### src/sv/bsc_pkg.sv
// ----------------------------------------------------------------------------
// bsc_pkg
// Shared types, widths and helpers for the barometric sensor compensation.
// ----------------------------------------------------------------------------
package bsc_pkg;

	localparam int CAL_W       = 16;
	localparam int RAW_W       = 24;
	localparam int TEMP_W      = 24;
	localparam int PRESS_W     = 32;
	localparam int IN_TDATA_W  = 48;
	localparam int OUT_TDATA_W = 56;
	localparam int CFG_IDX_W   = 3;

	// Calibration register indexes
	typedef enum logic [CFG_IDX_W-1:0] {
		CAL_SENS  = 3'd0,
		CAL_OFF   = 3'd1,
		CAL_TCS   = 3'd2,
		CAL_TCO   = 3'd3,
		CAL_TREF  = 3'd4,
		CAL_SLOPE = 3'd5
	} cal_idx_t;

	typedef struct packed {
		logic [CAL_W-1:0] sens;
		logic [CAL_W-1:0] off;
		logic [CAL_W-1:0] tcs;
		logic [CAL_W-1:0] tco;
		logic [CAL_W-1:0] tref;
		logic [CAL_W-1:0] slope;
	} cal_t;

	// Signed shift right by sh, rounding toward zero as C division does
	function automatic logic signed [65:0] trunc_shr(input logic signed [65:0] x,
			input int unsigned sh);
		logic signed [65:0] bias;
		bias = x[65] ? ((66'sd1 <<< sh) - 66'sd1) : 66'sd0;
		return (x + bias) >>> sh;
	endfunction

endpackage

### src/sv/bsc_cal_regs.sv
// ----------------------------------------------------------------------------
// bsc_cal_regs
// Six factory calibration words, written through a plain write port.
// ----------------------------------------------------------------------------
module bsc_cal_regs (
	input  logic                        clk,
	input  logic                        arst_n,
	input  logic                        cfg_wr_en,
	input  logic [bsc_pkg::CFG_IDX_W-1:0] cfg_addr,
	input  logic [bsc_pkg::CAL_W-1:0]   cfg_wdata,
	output bsc_pkg::cal_t               cal
);
	import bsc_pkg::*;

	cal_t cal_q;

	always_ff @(posedge clk or negedge arst_n) begin
		if (!arst_n) begin
			cal_q <= '0;
		end else if (cfg_wr_en) begin
			unique case (cal_idx_t'(cfg_addr))
				CAL_SENS:  cal_q.sens  <= cfg_wdata;
				CAL_OFF:   cal_q.off   <= cfg_wdata;
				CAL_TCS:   cal_q.tcs   <= cfg_wdata;
				CAL_TCO:   cal_q.tco   <= cfg_wdata;
				CAL_TREF:  cal_q.tref  <= cfg_wdata;
				CAL_SLOPE: cal_q.slope <= cfg_wdata;
				default: begin
					// drop writes to unused indexes
				end
			endcase
		end
	end

	assign cal = cal_q;

endmodule

### config.mk
export PLATFORM = sky130hd
export DESIGN_NAME = bsc_cal_regs
export DESIGN_NICKNAME = d
export VERILOG_FILES = /design/src/sv/bsc_pkg.sv /design/src/sv/bsc_cal_regs.sv
export SDC_FILE = /design/constraint.sdc
export NUM_CORES = 1
export LEC_CHECK = 0
export BUFFER_PORTS_ARGS = -buffer_cell sky130_fd_sc_hd__buf_2
export CAP_MARGIN = 20
export CORE_ASPECT_RATIO = 1.75
export CORE_MARGIN = 5
export CORE_UTILIZATION = 50
export DETAILED_ROUTE_END_ITERATION = 10
export GPL_TIMING_DRIVEN = 0
export PLACE_DENSITY = 0.79
export SETUP_SLACK_MARGIN = 0.02
export SLEW_MARGIN = 40
export SYNTH_ARGS = -nofsm -noshare
export SYNTH_HDL_FRONTEND = slang
export SYNTH_SLANG_ARGS = --single-unit
### constraint.sdc
create_clock -name clk -period 1.1 [get_ports clk]
set_clock_uncertainty 0.05 [all_clocks]
set_input_delay 0.055 -clock clk [delete_from_list [all_inputs] [get_ports clk]]
set_output_delay 0.055 -clock clk [all_outputs]
set_load 0.03 [all_outputs]
==> metrics.cfg, run 1 <==
[floorplan]
dieHeight_um = 123
initial_core_util = 0.512
dieWidth_um = 74.8
io_pins = 118
coreArea_um2 = 7180
rows = 41
die-area_um2 = 9240

[critical_path]
cp_common_cell = buf_2
end_kind = flip-flop
worstPathRequired_ps = 1260
path_class = in -> reg
cp_cell_sequence = buf_2 -> nand4b_2 -> buf_2 -> mux2_2
cp_top_family = buffers and inverters
start_kind = primary input
cp.arrival_ps = 1210
slowest_delay_ps = 380
cp_slowest_cell = mux2_2
crit_path_max_fanout = 10
worst-path-buf-inv = 2

[global_routing]
grt_max_degree = 54
gr-usage-met2 = 0.332
antenna_found_initial = 0
met1_usage = 0.230
globalRouteMet3Util = 0.0700
grt_overflow = 0
busiest_layer = met2
grt_pass1_wl_mm = 13.3
grt_pass1_vias = 2461
grtUsageTotal = 0.197

[clock_network]
ctsLongestPathBuffers = 2
clock_latency_ps = 330
cts_made_buffers = 9
cts-htree-levels = 3
cts_tree = yes
clock-sinks = 96
path_clk_slew_ps = 60
cts-root-buf = clkbuf_16

[detailed_routing]
via_per_inst = 5.12
avgRoutedWirePerCell_um = 18.9
vias = 2274
drc = 0
drt-pass1-iter-count = 4
drt_wl_total_mm = 8.41
drt-initial-drc-count = 41
ant_nets = 0

[job]
drv_cap = 0

[placement]
hpwl_mm = 5.95
dpl_cell_area_um2 = 4520
dpl.cell_count = 411
gp_congestion = 0.713
port_buffers = 116

[layout]
largest_reg_flops = 96
fin_nets = 375
final_core_util = 0.698
area_growth_pct = 36.3
diodes = 0
drive_above_1_share = 0.673
final_area_um2 = 5010
fin_cells = 444

[sta]
fin_crit_ps = 1050
hold_ws_ps = 16.4
fmax_ghz = 0.954
hold_viol_final = 0
worst_pin_slew_ps = 412
fin_crit_sh = 0.953
final-setup-viol-count = 0
rsz0062_at_grt = yes
slew_headroom = 0.725
finalMaxSlewViolations = 0

[power_and_ir_drop]
p_leak_uw = 0.00245
p_sw_uw = 3930
p_per_area_nw_per_um2 = 2320
seq_power_share = 0.405
pwr-share-comb = 0.316
vdd_ir_drop_max_mv = 1.50
p_int_uw = 7710
switching_share = 0.338
clockPowerShare = 0.279

[synthesis]
ys_seq_area_frac = 0.653
synth_nets = 230
synthDistinctLibCells = 10
synth-warning-count = 0
synth.cell_area_um2 = 3680
synthCells = 208
syn_avg_cell_area_um2 = 17.7
synth-seq-cells = 96

[min_path]
hp-class = in -> reg

[run_status]
status = completed

==> final cells by class <==
cell class / instances / area [µm²]
Timing Repair Buffer: 134 / 782
Sequential cell: 96 / 2400
Buffer: 10 / 118
Tap cell: 86 / 108
Fill cell: 496 / 2170
Clock inverter: 3 / 65.1
Clock buffer: 13 / 250
Multi-Input combinational cell: 102 / 1290
==> stage by stage <==
stage	worst slack (ps)	power, µW	setup TNS [ps]
after global routing	14.1	12200	0
after global placement	-899	8320	-104420
after CTS	22.5	11800	0
after floorplan	-190	7210	-3580
final	51.3	11600	0
after detailed placement	-480	8430	-20810
==> routing by layer <==
layer,vias up,wire length [µm]
met3,7,655
li1,1030,-
met1,1160,3240
met5,-,0
met4,0,92
met2,77,4430
==> path summary, 6_finish.rpt <==
check	slack [ps]	startpoint	depth (start not counted)	to
min in group asynchronous	150	arst_n	2	cal[83]
max	50	cfg_addr[2]	4	cal[40]
max in group asynchronous	260	arst_n	3	cal[43]
min	20	cfg_wdata[13]	2	cal[77]
max reg2reg	260	cal[24]	1	cal[24]
min reg2reg	450	cal[83]	1	cal[83]
==> timing repair <==
action	CTS	global route
buffers inserted	1	0
resized for setup	0	2
hold buffers	16	0
pin swaps	1	0
hold endpoints to repair	178	0
endpoints found under the setup margin	10	7
==> kinds of logic after synthesis <==
family / count (synthesis) / synth area share
and+or+nand+nor: 6 / 0.0248
buffers and inverters: 10 / 0.0282
DFF: 96 / 0.653
muxes: 96 / 0.294
==> cell usage after synthesis <==
| master | number | area share |
|---|---|---|
| dfrtp_1 | 96 | 0.65 |
| mux2_2 | 95 | 0.29 |
| buf_6 | 7 | 0.021 |
| and4bb_2 | 2 | 0.0068 |
| buf_2 | 2 | 0.0027 |
| nand4b_2 | 2 | 0.0082 |
| and4bb_1 | 1 | 0.0034 |
| buf_8 | 1 | 0.0041 |
| mux2_1 | 1 | 0.0031 |
| nor4b_4 | 1 | 0.0065 |
==> power by group through the flow <==
stage,Sequential (µW),Clock [µW],Combinational (µW)
floorplan,6330,0,884
global placement,4720,0,3600
detailed placement,4760,0,3670
CTS,4720,3320,3720
global route,4800,3470,3890
finish,4710,3250,3670
==> layout by cell type (no fill, tap or decap), types with 2 or more instances in the layout <==
cell type      instances
mux2_2                66
dfrtp_1               96
mux2_4                29
buf_2                116
and4bb_2               2
buf_6                  5
dlygate4sd3_1         16
bufinv_16              2
clkbuf_1               3
clkbuf_16              9
buf_8                  4
(Power assumes the default switching activity.)
==> run 2, diff against run 1 <==
- CORE_UTILIZATION: 50 -> 45
- PLACE_DENSITY: 0.79 -> 0.75
- clock period: 1.1 -> 0.9 ns (I/O delays scaled with it)
==> run 2 against run 1 <==
Compared with the run above:
- power rose by 47%
- core utilization rose by 13 points
- die area rose by 9.9%
- combinational power rose by 90%
- largest cell class unchanged
- the flow now finishes with violations (negative hold slack, negative setup slack)
- sequential share of layout area fell by 11 points
- via count rose by 18%
- worst setup slack got worse by 190 ps
- largest power group is now combinational logic
- final area rose by 32%
- register-to-register slack got worse by 360 ps
- clock-buffer cell count fell by 1
==> metrics.cfg, run 2 (synthesis gave the netlist of run 1 again) <==
[run_status]
status = finished with violations
violations = negative hold slack, negative setup slack

[sta]
slew_headroom = 0.691  ; -0.0339
final-setup-viol-count = 151  ; +151
rsz0062_at_grt = yes
hold_viol_final = 96  ; +96
hold_ws_ps = -427  ; -443 ps
fin_crit_ps = 1040
fin_ws_ps = -137  ; -188 ps
fmax_ghz = 0.965
fin_crit_sh = 1.15
worst_pin_slew_ps = 463  ; +50.9 ps
finalMaxSlewViolations = 0  ; unchanged

[job]
drv_cap = 0  ; unchanged

[global_routing]
gr-usage-met2 = 0.411  ; +0.0787
grt_pass1_vias = 3037  ; +23%
busiest_layer = met2
grt_pass1_wl_mm = 17.0  ; +27%
grt_overflow = 0  ; unchanged
antenna_found_initial = 0  ; unchanged
grt_max_degree = 50  ; -7.4%
met1_usage = 0.247  ; +0.0170
globalRouteMet3Util = 0.0640  ; -0.00600
grtUsageTotal = 0.225  ; +0.0278

[floorplan]
dieWidth_um = 78.3  ; +4.7%
io_pins = 118  ; unchanged
rows = 43  ; +4.9%
dieHeight_um = 130  ; +5.0%
coreArea_um2 = 7960  ; +11%
initial_core_util = 0.462  ; -0.0502
die-area_um2 = 10200  ; +9.9%

[critical_path]
crit_path_max_fanout = 2  ; -8
cp_cell_sequence = buf_6
cp_top_family = flip-flops
reg2reg_to = cal[17]
end_kind = primary output
path_class = reg -> out
start_kind = flip-flop
crit-reg2reg-launch = cal[17]
worst-path-buf-inv = 1  ; -1
worstPathRequired_ps = 810  ; -450 ps
slowest_delay_ps = 430  ; +50 ps
timing.reg2reg.setup_slack_ps = -100  ; -360 ps
cp.arrival_ps = 940  ; -270 ps
cp_slowest_cell = dfrtp_1
rr_worst_depth = 2  ; +1

[placement]
dpl_cell_area_um2 = 4640  ; +2.7%
port_buffers = 116  ; unchanged
gp_congestion = 0.679  ; -4.8%
hpwl_mm = 6.12  ; +2.9%
dp_slack_ps = -720  ; -239 ps
dpl.cell_count = 415  ; +0.97%

[layout]
layout_commonest_cell = buf_6
final_area_um2 = 6600  ; +32%
most-common-layout-cells = buf_6 (139), dfrtp_1 (84), mux2_4 (72), mux2_2 (24), buf_4 (22)
diodes = 0  ; unchanged
final_core_util = 0.828  ; +0.130
fin_cells = 514  ; +16%
fin_nets = 441  ; +18%
area_growth_pct = 79.3
largest_reg_flops = 96  ; unchanged
drive_above_1_share = 0.759  ; +0.0862

[clock_network]
path_clk_slew_ps = 70  ; about the same
clock-sinks = 96  ; unchanged
cts-root-buf = clkbuf_16
cts_made_buffers = 9  ; unchanged
ctsLongestPathBuffers = 2  ; unchanged
cts-htree-levels = 3  ; unchanged
clock_latency_ps = 340  ; about the same
holdBufCountCts = 16  ; unchanged
cts_tree = yes

[detailed_routing]
avgRoutedWirePerCell_um = 23.3  ; +23%
vias = 2680  ; +18%
via_per_inst = 5.21  ; +1.8%
drt_wl_total_mm = 12.0  ; +42%
drt-pass1-iter-count = 4  ; unchanged
drc = 0  ; unchanged
drt-initial-drc-count = 61  ; +49%
ant_nets = 0  ; unchanged

[power_and_ir_drop]
vdd_ir_drop_max_mv = 1.69  ; +13%
p_per_area_nw_per_um2 = 2590  ; +12%
p_leak_uw = 0.00320  ; +30%

[min_path]
hp-class = in -> async

run 2: cell count changes in the layout (fill, tap and decap cells not counted), sizes merged:
cell	previous run	this run
clkbuf	14	13
buf	127	193
bufinv	2	1
inv	0	1
clkinvlp	0	1
run 2: area by class of cell:
cell class	count	area (µm²)
Sequential cell	96	2420
Timing Repair Buffer	202	2160
Multi-Input combinational cell	102	1460
Fill cell	344	1370
Clock buffer	12	256
Buffer	8	136
Tap cell	90	113
Clock inverter	4	51.3
run 2: how the worst max path moves through the flow:
stage | from | end | slack (ps) | depth (start not counted)
after floorplan | cfg_addr[0] | cal[80] | -380 | 4
after global placement | arst_n | cal[35] | -1270 | 1
after detailed placement | cfg_addr[1] | cal[81] | -720 | 4
after CTS | cal[48] | cal[48] | -100 | 1
after global routing | cal[66] | cal[66] | -160 | 1
final | cal[17] | cal[17] | -140 | 1
run 2: worst reg2reg max path: cells and delay by family, from the launching register on:
kind | cells | cell delay (ps)
flops | 1 | 430
buf+inv | 1 | 140
mux | 1 | 270
run 2: per-layer routing:
metal  up-vias  share of wire
met5         -              0
met4         0          0.025
met1      1404           0.38
met3        20          0.040
met2        92           0.56
li1       1164              -
run 2: what timing repair did:
action                                  in CTS  in global routing
setup buffers                               47                 18
endpoints found under the setup margin     162                174
cloned                                       2                  2
pin swaps                                    3                  2
resized for setup                          222                 60
endpoints found under the hold margin      180                 48
run 2: stage by stage:
step                setup TNS, ps  power (µW)
finish                     -11410       17100
global route               -15350       17700
CTS                         -9630       16400
detailed placement         -40400       10500
global placement          -145270       10400
floorplan                  -17110        8990
run 2: power by group:
| group | switching, µW | internal, µW |
|---|---|---|
| Combinational | 3190 | 3790 |
| Sequential | 882 | 5300 |
| Clock | 1640 | 2310 |
==> run 3, diff against run 2 <==
- SETUP_SLACK_MARGIN: 0.02 -> 0.1
==> run 3 against run 2 <==
Compared with the run above:
- the run still ends with negative hold slack, negative setup slack left
- die area did not move
- sequential share of layout area grew 0.22 points
- worst setup slack gained 7.8 ps
- maximum frequency is 0.76% higher
- critical path type unchanged
- hold slack better by 4.5 ps
- power rose by 0.74%
- wire length is 3.1% lower
- via count down 3.3%
- register-to-register slack barely moved
- clock-buffer cell count stayed put
- global-route usage is 0.082 points lower
==> metrics.cfg, run 3 (synthesis gave the netlist of run 1 again) <==
[sta]
hold_ws_ps = -422  ; +4.45 ps
rsz0062_at_grt = yes
worst_pin_slew_ps = 471  ; +8.18 ps
finalMaxSlewViolations = 0  ; unchanged
fmax_ghz = 0.972  ; +0.76%
fin_crit_ps = 1030  ; -7.79 ps
fin_crit_sh = 1.14  ; -0.00866
hold_viol_final = 181  ; +89%
fin_ws_ps = -129  ; +7.79 ps
final-setup-viol-count = 151  ; unchanged
fin_tns_setup_ps = -11360  ; +42.2 ps
slew_headroom = 0.686  ; -0.00545

[global_routing]
gr-usage-met2 = 0.408  ; -0.00253
busiest_layer = met2
grt_pass1_wl_mm = 16.8  ; -1.1%
met1_usage = 0.250  ; +0.00298
grt_overflow = 0  ; unchanged
grt_max_degree = 50  ; unchanged
antenna_found_initial = 0  ; unchanged
grt_pass1_vias = 3012  ; -0.82%
grtUsageTotal = 0.224  ; -0.000820
globalRouteMet3Util = 0.0675  ; +0.00348

[detailed_routing]
drt-pass1-iter-count = 4  ; unchanged
drt-initial-drc-count = 82  ; +34%
drc = 0  ; unchanged
vias = 2591  ; -3.3%
ant_nets = 0  ; unchanged
via_per_inst = 5.16  ; -1.0%
avgRoutedWirePerCell_um = 23.1  ; -0.76%
drt_wl_total_mm = 11.6  ; -3.1%

[clock_network]
cts-root-buf = clkbuf_16
cts_made_buffers = 9  ; unchanged
cts-htree-levels = 3  ; unchanged
cts_tree = yes
path_clk_slew_ps = 70  ; about the same
clock-sinks = 96  ; unchanged
clock_latency_ps = 340  ; about the same
ctsLongestPathBuffers = 2  ; unchanged

[critical_path]
worst-path-buf-inv = 1  ; unchanged
start_kind = flip-flop
cp.arrival_ps = 930  ; about the same
path_class = reg -> out
crit_path_max_fanout = 2  ; unchanged
crit-reg2reg-launch = cal[79]
end_kind = primary output
timing.reg2reg.setup_slack_ps = -90  ; about the same
cp_slowest_cell = dfrtp_1
cp_cell_sequence = buf_6
crit_cells = 1  ; unchanged
worstPathRequired_ps = 810  ; about the same
reg2reg_to = cal[79]
cp-startpoint = cal[79]
slowest_delay_ps = 430  ; about the same
cp_top_family = flip-flops
rr_worst_depth = 2  ; unchanged

[placement]
hpwl_mm = 6.12  ; unchanged
gp_congestion = 0.679  ; unchanged
port_buffers = 116  ; unchanged

[floorplan]
io_pins = 118  ; unchanged
die-area_um2 = 10200  ; unchanged
dieHeight_um = 130  ; unchanged
initial_core_util = 0.462  ; unchanged
coreArea_um2 = 7960  ; unchanged
rows = 43  ; unchanged
dieWidth_um = 78.3  ; unchanged

[layout]
diodes = 0  ; unchanged
nFillCells = 363  ; +5.5%
most-common-layout-cells = buf_6 (143), mux2_4 (86), dfrtp_1 (84), buf_4 (22), buf_2 (16)
layout_commonest_cell = buf_6
fin_nets = 429  ; -2.7%
largest_reg_flops = 96  ; unchanged
area_growth_pct = 78.2
drive_above_1_share = 0.791  ; +0.0318

[power_and_ir_drop]
p_per_area_nw_per_um2 = 2630  ; +1.4%
vdd_ir_drop_max_mv = 1.68  ; -0.48%
p_leak_uw = 0.00324  ; +1.3%

[run_status]
violations = negative hold slack, negative setup slack
status = finished with violations

[min_path]
hp-class = in -> async

[job]
drv_cap = 0  ; unchanged

==> run 3: cell types whose count changed in the layout (fill, tap and decap cells not counted), sizes merged <==
| cell | delta |
|---|---|
| dlygate4sd3 | -16 |
| buf | +5 |
| clkbuf | -1 |
==> run 3: what timing repair did <==
action	in CTS	in global routing
gates resized for setup	251	50
setup buffers	51	16
endpoints found under the hold margin	179	132
pin swaps	3	2
gates cloned	4	0
setup endpoints to repair	192	192
==> run 3: area by class of cell <==
type / count / area (µm²) / area share
plain buffers: 10 / 186 / 0.0284
repair buffers: 188 / 2020 / 0.308
clock inverters: 4 / 51.3 / 0.00782
well taps: 90 / 113 / 0.0172
flip-flops and latches: 96 / 2420 / 0.369
clock buffers: 12 / 256 / 0.0391
multi-input cells: 102 / 1510 / 0.231
==> run 3: metal layers <==
layer	share of wire	up-vias
li1	-	1139
met1	0.37	1354
met2	0.57	87
met3	0.046	11
met4	0.013	0
met5	0	-
==> run 3: power breakdown <==
group          switching (µW)  leakage (µW)  internal (µW)
clock                    1650      0.000149           2310
combinational            3200       0.00195           3900
sequential                871       0.00114           5300
total                    5720       0.00324          11500
==> run 3: through the flow <==
step           total power (µW)  cells  setup WS, ps  area (µm²)  utilization
2_1_floorplan              8990    208          -380        3920            -
3_3_place_gp              10400    414         -1270        4610        0.579
3_5_place_dp              10500    415          -720        4640        0.583
4_1_cts                   16500    486          -104        6250        0.785
5_1_grt                   17900    502          -157        6560        0.823
6_report                  17200    502          -129        6560        0.823
==> run 3: how the worst max path moves through the flow <==
stage                         end
after CTS                 cal[48]
after global routing      cal[79]
after detailed placement  cal[81]
after global placement    cal[35]
after floorplan           cal[80]
final                     cal[79]
